===== src/rtl/rlsfs_pkg.sv =====
// Shared types and constants of the LED strip frame serializer.
// No dependencies; used by the controller, the datapath and the top level.
package rlsfs_pkg;

    localparam int COUNT_W    = 7;
    localparam int INDEX_W    = 6;
    localparam int COLOR_W    = 8;
    localparam int PIXEL_BITS = 3 * COLOR_W;

    localparam logic [1:0] SLOT_FIRST = 2'd0;
    localparam logic [1:0] SLOT_LAST  = 2'd3;
    localparam logic [4:0] BIT_LAST   = 5'(PIXEL_BITS - 1);

    typedef enum logic [1:0] {
        ACT_TICK  = 2'd0,
        ACT_WRITE = 2'd1,
        ACT_FILL  = 2'd2,
        ACT_START = 2'd3
    } t_action;

    typedef struct packed {
        logic wr_pixel;
        logic fill_start;
        logic fill_step;
        logic frame_start;
        logic tick_reset;
        logic tick_pixel;
        logic read_next;
    } t_cmd;

    typedef struct packed {
        logic idx_ok;
        logic n_zero;
        logic rst_last;
        logic pos_out;
        logic pixel_end;
        logic pos_next_last;
        logic fill_last;
        logic level;
    } t_status;

endpackage


===== src/rtl/rlsfs_datapath.sv =====
// Datapath of the LED strip frame serializer: pixel memory, slot counters,
// bit shifter and the LED count register. Depends on rlsfs_pkg.
module rlsfs_datapath #(
    parameter int MAX_LEDS    = 64,
    parameter int RESET_SLOTS = 200
) (
    input  logic                              i_clk,
    input  logic                              i_rst_n,
    input  logic                              i_cfg_we,
    input  logic [rlsfs_pkg::COUNT_W-1:0]     i_cfg_data,
    input  logic [rlsfs_pkg::INDEX_W-1:0]     i_pixel_index,
    input  logic [rlsfs_pkg::COLOR_W-1:0]     i_red,
    input  logic [rlsfs_pkg::COLOR_W-1:0]     i_green,
    input  logic [rlsfs_pkg::COLOR_W-1:0]     i_blue,
    input  rlsfs_pkg::t_cmd                   i_cmd,
    output rlsfs_pkg::t_status                o_status
);

    localparam int AW = (MAX_LEDS > 1) ? $clog2(MAX_LEDS) : 1;
    localparam int CW = $clog2(MAX_LEDS + 1);
    localparam int NW = (CW > rlsfs_pkg::COUNT_W) ? CW : rlsfs_pkg::COUNT_W;
    localparam int RW = $clog2(RESET_SLOTS + 1);
    localparam int PW = rlsfs_pkg::PIXEL_BITS;
    localparam logic [NW-1:0] MAX_N   = NW'(MAX_LEDS);
    localparam logic [CW-1:0] MAX_C   = CW'(MAX_LEDS);
    localparam logic [RW-1:0] RS_LAST = RW'(RESET_SLOTS - 1);

    logic [rlsfs_pkg::COUNT_W-1:0] r_led_count;
    logic [RW-1:0]                 r_rst_cnt;
    logic [CW-1:0]                 r_pix_pos;
    logic [4:0]                    r_bit_pos;
    logic [1:0]                    r_slot;
    logic [PW-1:0]                 r_shift;
    logic [CW-1:0]                 r_fill_addr;
    logic [PW-1:0]                 r_fill_color;
    logic [NW-1:0]                 r_fill_n;
    logic [PW-1:0]                 r_mem [MAX_LEDS];
    logic [MAX_LEDS-1:0]           r_valid;
    logic [PW-1:0]                 r_rd;

    logic [NW-1:0] count_ext;
    logic [NW-1:0] active_n;
    logic [NW-1:0] pos_ext;
    logic [NW-1:0] fill_ext;
    logic          wr_en;
    logic [AW-1:0] wr_addr;
    logic [PW-1:0] wr_data;
    logic [CW-1:0] rd_ptr;
    logic [AW-1:0] rd_addr;
    logic          rd_ok;

    assign count_ext = NW'(r_led_count);
    assign active_n  = (count_ext > MAX_N) ? MAX_N : count_ext;
    assign pos_ext   = NW'(r_pix_pos);
    assign fill_ext  = NW'(r_fill_addr);

    always_comb begin
        o_status.idx_ok        = NW'(i_pixel_index) < active_n;
        o_status.n_zero        = active_n == '0;
        o_status.rst_last      = r_rst_cnt == RS_LAST;
        o_status.pos_out       = pos_ext >= active_n;
        o_status.pixel_end     = (r_slot == rlsfs_pkg::SLOT_LAST)
                                 && (r_bit_pos == rlsfs_pkg::BIT_LAST);
        o_status.pos_next_last = NW'(pos_ext + 1'b1) >= active_n;
        o_status.fill_last     = NW'(fill_ext + 1'b1) >= r_fill_n;
        unique case (r_slot)
            rlsfs_pkg::SLOT_FIRST: o_status.level = 1'b1;
            rlsfs_pkg::SLOT_LAST:  o_status.level = 1'b0;
            default:               o_status.level = r_shift[PW-1];
        endcase
    end

    // One write port shared by single writes and the fill sweep.
    assign wr_en   = i_cmd.wr_pixel || i_cmd.fill_step;
    assign wr_addr = i_cmd.fill_step ? AW'(r_fill_addr) : AW'(i_pixel_index);
    assign wr_data = i_cmd.fill_step ? r_fill_color : {i_green, i_red, i_blue};

    // The read port prefetches the pixel after the current one, or pixel 0
    // until the pixel phase of a frame begins.
    assign rd_ptr  = i_cmd.read_next ? CW'(r_pix_pos + 1'b1) : '0;
    assign rd_addr = AW'(rd_ptr);
    assign rd_ok   = rd_ptr < MAX_C;

    always_ff @(posedge i_clk) begin
        if (wr_en) begin
            r_mem[wr_addr] <= wr_data;
        end
        r_rd <= (rd_ok && r_valid[rd_addr]) ? r_mem[rd_addr] : '0;
    end

    // Entries never written since reset read as zero.
    always_ff @(posedge i_clk) begin
        if (!i_rst_n) begin
            r_valid <= '0;
        end else if (wr_en) begin
            r_valid[wr_addr] <= 1'b1;
        end
    end

    always_ff @(posedge i_clk) begin
        if (!i_rst_n) begin
            r_led_count <= '0;
            r_rst_cnt   <= '0;
            r_pix_pos   <= '0;
            r_bit_pos   <= '0;
            r_slot      <= '0;
            r_fill_addr <= '0;
        end else begin
            if (i_cfg_we) begin
                r_led_count <= i_cfg_data;
            end
            if (i_cmd.fill_start) begin
                r_fill_addr <= '0;
            end else if (i_cmd.fill_step) begin
                r_fill_addr <= CW'(r_fill_addr + 1'b1);
            end
            if (i_cmd.frame_start) begin
                r_rst_cnt <= '0;
                r_pix_pos <= '0;
                r_bit_pos <= '0;
                r_slot    <= '0;
            end else if (i_cmd.tick_reset) begin
                r_rst_cnt <= RW'(r_rst_cnt + 1'b1);
            end else if (i_cmd.tick_pixel) begin
                r_slot <= 2'(r_slot + 1'b1);
                if (r_slot == rlsfs_pkg::SLOT_LAST) begin
                    if (r_bit_pos == rlsfs_pkg::BIT_LAST) begin
                        r_bit_pos <= '0;
                        r_pix_pos <= CW'(r_pix_pos + 1'b1);
                    end else begin
                        r_bit_pos <= 5'(r_bit_pos + 1'b1);
                    end
                end
            end
        end
    end

    always_ff @(posedge i_clk) begin
        // The sweep length is fixed when the fill is taken, so a later count
        // write does not change which pixels the fill covers.
        if (i_cmd.fill_start) begin
            r_fill_color <= {i_green, i_red, i_blue};
            r_fill_n     <= active_n;
        end
        if (i_cmd.tick_reset && o_status.rst_last) begin
            r_shift <= r_rd;
        end else if (i_cmd.tick_pixel && (r_slot == rlsfs_pkg::SLOT_LAST)) begin
            if (r_bit_pos == rlsfs_pkg::BIT_LAST) begin
                r_shift <= r_rd;
            end else begin
                r_shift <= {r_shift[PW-2:0], 1'b0};
            end
        end
    end

endmodule


===== src/rtl/rlsfs_ctrl.sv =====
// Controller of the LED strip frame serializer: handshakes, frame and fill
// sequencing, and the result register. Depends on rlsfs_pkg.
module rlsfs_ctrl (
    input  logic               i_clk,
    input  logic               i_rst_n,
    input  logic               i_valid,
    output logic               o_ready,
    input  logic [1:0]         i_action,
    output logic               o_valid,
    input  logic               i_ready,
    output logic               o_line_level,
    output logic               o_busy_res,
    output logic               o_accepted,
    output logic               o_frame_last,
    output rlsfs_pkg::t_cmd    o_cmd,
    input  rlsfs_pkg::t_status i_status
);

    typedef enum logic [1:0] {
        S_IDLE,
        S_FILL,
        S_RESET,
        S_PIXEL
    } t_state;

    t_state r_state, n_state;
    logic   r_valid, n_valid;
    logic   r_pin, n_pin;
    logic   r_busy, n_busy;
    logic   r_acc, n_acc;
    logic   r_last, n_last;

    rlsfs_pkg::t_action act;
    logic               sending;
    logic               accept;

    assign act     = rlsfs_pkg::t_action'(i_action);
    assign sending = (r_state == S_RESET) || (r_state == S_PIXEL);
    assign o_ready = (r_state != S_FILL) && (!r_valid || i_ready);
    assign accept  = i_valid && o_ready;

    always_comb begin
        n_state = r_state;
        n_valid = r_valid;
        n_pin   = r_pin;
        n_busy  = r_busy;
        n_acc   = r_acc;
        n_last  = r_last;
        o_cmd   = '0;
        o_cmd.read_next = r_state == S_PIXEL;

        if (r_valid && i_ready) begin
            n_valid = 1'b0;
        end

        // The fill sweep writes one pixel a cycle while input is held off.
        if (r_state == S_FILL) begin
            o_cmd.fill_step = 1'b1;
            if (i_status.fill_last) begin
                n_state = S_IDLE;
            end
        end

        if (accept) begin
            n_valid = 1'b1;
            n_pin   = 1'b0;
            n_busy  = sending;
            n_acc   = 1'b0;
            n_last  = 1'b0;
            unique case (act)
                rlsfs_pkg::ACT_TICK: begin
                    n_acc = 1'b1;
                    if (r_state == S_RESET) begin
                        o_cmd.tick_reset = 1'b1;
                        if (i_status.rst_last) begin
                            if (i_status.n_zero) begin
                                n_last  = 1'b1;
                                n_state = S_IDLE;
                            end else begin
                                n_state = S_PIXEL;
                            end
                        end
                    end else if (r_state == S_PIXEL) begin
                        // A count lowered below the position ends the frame
                        // with a low slot.
                        if (i_status.pos_out) begin
                            n_last  = 1'b1;
                            n_state = S_IDLE;
                        end else begin
                            o_cmd.tick_pixel = 1'b1;
                            n_pin = i_status.level;
                            if (i_status.pixel_end && i_status.pos_next_last) begin
                                n_last  = 1'b1;
                                n_state = S_IDLE;
                            end
                        end
                    end
                end
                rlsfs_pkg::ACT_WRITE: begin
                    if (!sending) begin
                        n_acc          = i_status.idx_ok;
                        o_cmd.wr_pixel = i_status.idx_ok;
                    end
                end
                rlsfs_pkg::ACT_FILL: begin
                    if (!sending) begin
                        n_acc            = 1'b1;
                        o_cmd.fill_start = 1'b1;
                        if (!i_status.n_zero) begin
                            n_state = S_FILL;
                        end
                    end
                end
                rlsfs_pkg::ACT_START: begin
                    if (!sending) begin
                        n_acc             = 1'b1;
                        n_busy            = 1'b1;
                        o_cmd.frame_start = 1'b1;
                        n_state           = S_RESET;
                    end
                end
            endcase
        end
    end

    always_ff @(posedge i_clk) begin
        if (!i_rst_n) begin
            r_state <= S_IDLE;
            r_valid <= 1'b0;
        end else begin
            r_state <= n_state;
            r_valid <= n_valid;
            r_pin   <= n_pin;
            r_busy  <= n_busy;
            r_acc   <= n_acc;
            r_last  <= n_last;
        end
    end

    assign o_valid      = r_valid;
    assign o_line_level = r_pin;
    assign o_busy_res   = r_busy;
    assign o_accepted   = r_acc;
    assign o_frame_last = r_last;

endmodule


===== src/rtl/rgb_led_strip_frame_serializer_unit.sv =====
// Top level of the LED strip frame serializer: controller plus datapath.
// Depends on rlsfs_pkg, rlsfs_ctrl and rlsfs_datapath.
//
//   Channel   Handshake           Beat contents
//   input     i_valid / o_ready   i_action, i_pixel_index, i_red, i_green, i_blue
//   output    o_valid / i_ready   o_line_level, o_busy_res, o_accepted, o_frame_last
//   config    i_cfg_we            i_cfg_data (LED count)
//
// Every input beat gives one output beat. Ticks, writes and starts complete
// when taken, so slots can stream at one per clock while results are drained.
// A fill sweeps the active LED count of pixels (a count above MAX_LEDS sweeps
// MAX_LEDS pixels): the single write port of the pixel memory is swept one
// pixel per cycle, and input is held off during the sweep.
// Synchronous reset clears control state and the per-pixel valid flags, so the
// pixel memory reads as zero right after reset with no clearing pass.
// A result waits in an output register; a new beat is taken in the same cycle
// the previous result is drained.
module rgb_led_strip_frame_serializer_unit #(
    parameter int MAX_LEDS    = 64,
    parameter int RESET_SLOTS = 200
) (
    input  logic                          i_clk,
    input  logic                          i_rst_n,
    input  logic                          i_cfg_we,
    input  logic [rlsfs_pkg::COUNT_W-1:0] i_cfg_data,
    input  logic                          i_valid,
    output logic                          o_ready,
    input  logic [1:0]                    i_action,
    input  logic [rlsfs_pkg::INDEX_W-1:0] i_pixel_index,
    input  logic [rlsfs_pkg::COLOR_W-1:0] i_red,
    input  logic [rlsfs_pkg::COLOR_W-1:0] i_green,
    input  logic [rlsfs_pkg::COLOR_W-1:0] i_blue,
    output logic                          o_valid,
    input  logic                          i_ready,
    output logic                          o_line_level,
    output logic                          o_busy_res,
    output logic                          o_accepted,
    output logic                          o_frame_last
);

    rlsfs_pkg::t_cmd    cmd;
    rlsfs_pkg::t_status status;

    rlsfs_ctrl u_ctrl (
        .i_clk        (i_clk),
        .i_rst_n      (i_rst_n),
        .i_valid      (i_valid),
        .o_ready      (o_ready),
        .i_action     (i_action),
        .o_valid      (o_valid),
        .i_ready      (i_ready),
        .o_line_level (o_line_level),
        .o_busy_res   (o_busy_res),
        .o_accepted   (o_accepted),
        .o_frame_last (o_frame_last),
        .o_cmd        (cmd),
        .i_status     (status)
    );

    rlsfs_datapath #(
        .MAX_LEDS    (MAX_LEDS),
        .RESET_SLOTS (RESET_SLOTS)
    ) u_datapath (
        .i_clk         (i_clk),
        .i_rst_n       (i_rst_n),
        .i_cfg_we      (i_cfg_we),
        .i_cfg_data    (i_cfg_data),
        .i_pixel_index (i_pixel_index),
        .i_red         (i_red),
        .i_green       (i_green),
        .i_blue        (i_blue),
        .i_cmd         (cmd),
        .o_status      (status)
    );

endmodule


===== config.mk =====
export PLATFORM = sky130hd
export DESIGN_NAME = rgb_led_strip_frame_serializer_unit
export DESIGN_NICKNAME = d
export VERILOG_FILES = /design/src/rtl/rlsfs_pkg.sv /design/src/rtl/rlsfs_datapath.sv /design/src/rtl/rlsfs_ctrl.sv /design/src/rtl/rgb_led_strip_frame_serializer_unit.sv
export SDC_FILE = /design/constraint.sdc
export NUM_CORES = 2
export LEC_CHECK = 0
export BUFFER_PORTS_ARGS = -buffer_cell sky130_fd_sc_hd__buf_4
export CAP_MARGIN = 20
export CORE_MARGIN = 2
export CORE_UTILIZATION = 35
export CTS_BUF_LIST = sky130_fd_sc_hd__clkbuf_4
export DETAILED_ROUTE_END_ITERATION = 16
export SETUP_SLACK_MARGIN = 0.5
export SLEW_MARGIN = 25
export SYNTH_ARGS = -nofsm -noshare
export SYNTH_HDL_FRONTEND = slang
export SYNTH_SLANG_ARGS = --single-unit

===== constraint.sdc =====
create_clock -name i_clk -period 7.58 [get_ports i_clk]
set_input_delay 1.137 -clock i_clk [delete_from_list [all_inputs] [get_ports i_clk]]
set_output_delay 1.137 -clock i_clk [all_outputs]
set_load 0.005 [all_outputs]

==> results.toml <==
[placement]
routabilityCongestion = 0.885
dp_slack_ps = 3030
dpl-instance-area_um2 = 73000
dp.cells = 7442
hpwl_mm = 118
port-buffer-count = 49

[critical_path]
crit_path_max_fanout = 60
cp-start-kind = "flip-flop"
worstSetupEndpointType = "flip-flop"
crit_arrival_ps = 5740
required_ps = 8790
worst-setup-path-type = "reg -> reg"

[synth]
netlist.area_leader.share_pct = 69.2
yosysTopAreaCell = "edfxtp_1"
syn_inst = 4913
syn_avg_cell_area_um2 = 14.1
synth_fp_nets = 4989
synthDistinctLibCells = 78
synthArstFlopShare_pct = 0
yosys-top-cells-area = "edfxtp_1 69%, nand2_1 5.7%, dfxtp_1 3.7%"
syn_area_um2 = 69200
ys_ff_latch = 1722
yosysWarnings = 0
synth_ff_type = "edfxtp_1"
synth_edf_count = 1595
yosysSeqAreaShare_pct = 72.9

[sta]
max_freq_ghz = 0.221
relSlewSlack_pct = 25.8
fin_ws_ps = 3050
skew_ps = 138
final_max_slew_viol_count = 0
period_minus_slack_ps = 4530
fin_hold_ws_ps = 88.0
finalCritPeriodShare_pct = 59.7
hold_violations = 0
setup_tns_ps = 0
worst_pin_slew_ps = 1100
setup_viol_count_final = 0
rsz0062_at_grt = "false"

[pwr]
switching_share_pct = 22.8
power_frac_clock_pct = 40.5
power.switching_mw = 4.34
pwr-share-seq_pct = 55.7
ir_drop_uv = 111
power.total_mw = 19.0
p_leak_nw = 26.0
p_int_mw = 14.7
p_per_area_nw_per_um2 = 242
p_comb_share_pct = 3.8

[die]
rows = 163
fp.dieW_um = 449
die_y_um = 449
die_area_um2 = 201000
coreArea_um2 = 197000
start_util_pct = 35.2
io_pins = 50

[global_route]
gr-total-overflow = 0
grt_pass1_wl_mm = 310
grt_util_all_layers_pct = 21.1
antenna_found_initial = 9
grt_max_degree = 146
grt_pass1_vias = 44009

[detailed_routing]
drt_iter0_markers = 6298
wl_per_cell_um = 26.6
first_pass_iters = 5
drtAntennaViolNets = 0
vias = 45748
drc = 0
totalWireLength_mm = 219
vias_per_cell = 5.56

[finish]
drive_above_1_share_pct = 19.8
final_common_cell = "edfxtp_1"
fill_cells = 18292
fin_nets = 5349
mostFrequentLayoutCells = "1,595 x edfxtp_1, 1,014 x nand2_1, 651 x clkbuf_4"
post-route-util_pct = 40.0
final_cells = 8223
final_area_um2 = 78600
area_growth_pct = 13.6

[clock_network]
post_cts_resized = 0
cts_buffers = 443
post-cts-setup-buffers = 0
tritoncts = "built"
clock_path_buffers = 4
h-tree-depth = 5
insertion_delay_ps = 1390
clk_pin_slew_ps = 70
root_buffer = "clkbuf_4"
clock-sinks = 1722

[flow_run]
maxCapViolCount = 0

[run_status]
run_status = "completed"

[worst_hold_path]
min_path_type = "in -> reg"
[power by group through the flow]
| stage | combinational (mW) | sequential (mW) | clock [mW] |
|---|---|---|---|
| 2_1_floorplan | 0.328 | 10.8 | 0 |
| 3_3_place_gp | 0.675 | 10.8 | 0 |
| 3_5_place_dp | 0.695 | 10.8 | 0 |
| 4_1_cts | 0.706 | 10.6 | 7.83 |
| 5_1_grt | 0.752 | 10.6 | 8.32 |
| 6_report | 0.721 | 10.6 | 7.71 |
[layer usage]
layer	part of all wire, %	GRT usage [%]	up-vias
met2	45	32.6	2655
met1	39	27.5	22848
met5	0.0059	0	-
met3	11	5.85	527
met4	4.5	9.63	2
li1	-	-	19716
[flip-flops by register name (all words and copies together) (netlist names)]
signal	cells
u_datapath.r_bit_pos	5
u_datapath.r_rst_cnt	8
u_ctrl.r_state	2
u_datapath.r_rd	24
u_datapath.r_fill_n	7
u_ctrl.o_line_level	1
u_ctrl.o_accepted	1
u_ctrl.o_valid	1
u_datapath.r_mem	1536
u_datapath.r_slot	2
u_datapath.count_ext	7
u_datapath.r_valid	64
u_datapath.fill_ext	7
u_datapath.pos_ext	7
u_datapath.r_fill_color	24
u_ctrl.o_frame_last	1
u_ctrl.o_busy_res	1
u_datapath.r_shift	24
[final cells by class]
class,instances,area (um^2),share of cell area (%)
multi-input combinational,2828,17300,22.0
inverter,26,106,0.135
sequential,1722,50400,64.2
antenna,9,22.5,0.0286
clock inverter,95,467,0.594
clock buffer,651,4890,6.22
timing repair buffer,252,2100,2.67
tap,2640,3300,4.20
[worst paths after layout]
path                               start                      end  slack (ps)  cells after the start
hold / removal             i_cfg_data[3]  u_datapath.count_ext[3]          90                      3
setup reg to reg   u_datapath.pos_ext[0]       u_datapath.r_rd[6]        3050                     10
setup / recovery   u_datapath.pos_ext[0]       u_datapath.r_rd[6]        3050                     10
hold reg to reg   u_datapath.r_valid[36]   u_datapath.r_valid[36]         460                      1
[kinds of logic (layout without fill, tap and decap cells)]
family | after synthesis | in the layout | synth area share (%)
simple gates | 1762 | 1762 | 11.0
flops | 1722 | 1722 | 72.9
compound gates | 724 | 724 | 7.74
buf+inv | 363 | 1024 | 2.64
mux | 281 | 281 | 4.77
fa+ha+maj | 32 | 32 | 0.579
xor+xnor | 29 | 29 | 0.421
other cells | 0 | 9 | 0
[critical path: stages, from the launching register on]
cell	delay, ps
dfxtp_4	600
ha_4	240
xnor2_4	150
inv_8	210
o21ai_4	910
buf_4	480
nand2_1	350
o221ai_1	320
a21oi_1	60
o311ai_0	860
a21oi_1	130
[synthesized netlist by cell type, drive strengths merged (9+ instances only)]
| library cell | count |
|---|---|
| ha | 32 |
| o211ai | 30 |
| o2111ai | 26 |
| mux4 | 35 |
| clkbuf | 118 |
| a211oi | 25 |
| o221ai | 54 |
| inv | 26 |
| nor4 | 10 |
| a2bb2oi | 12 |
| buf | 219 |
| dfxtp | 127 |
| nor2 | 184 |
| o22ai | 19 |
| mux2i | 214 |
| a32o | 69 |
| and3 | 67 |
| a21oi | 68 |
| a221oi | 40 |
| a21o | 9 |
| xor2 | 14 |
| nor3 | 35 |
| nand3 | 319 |
| a32oi | 36 |
| nand4 | 37 |
| nand3b | 10 |
| mux2 | 32 |
| o21ai | 111 |
| a31oi | 130 |
| nand2b | 9 |
| xnor2 | 15 |
| edfxtp | 1595 |
| nor2b | 26 |
| a311oi | 49 |
| nand2 | 1045 |
[what timing repair did]
action | in CTS | in global routing
setup endpoints to repair | 0 | 0
hold buffers | 26 | 0
endpoints found under the hold margin | 26 | 0
Note: power is estimated with default switching activity, not from simulation.
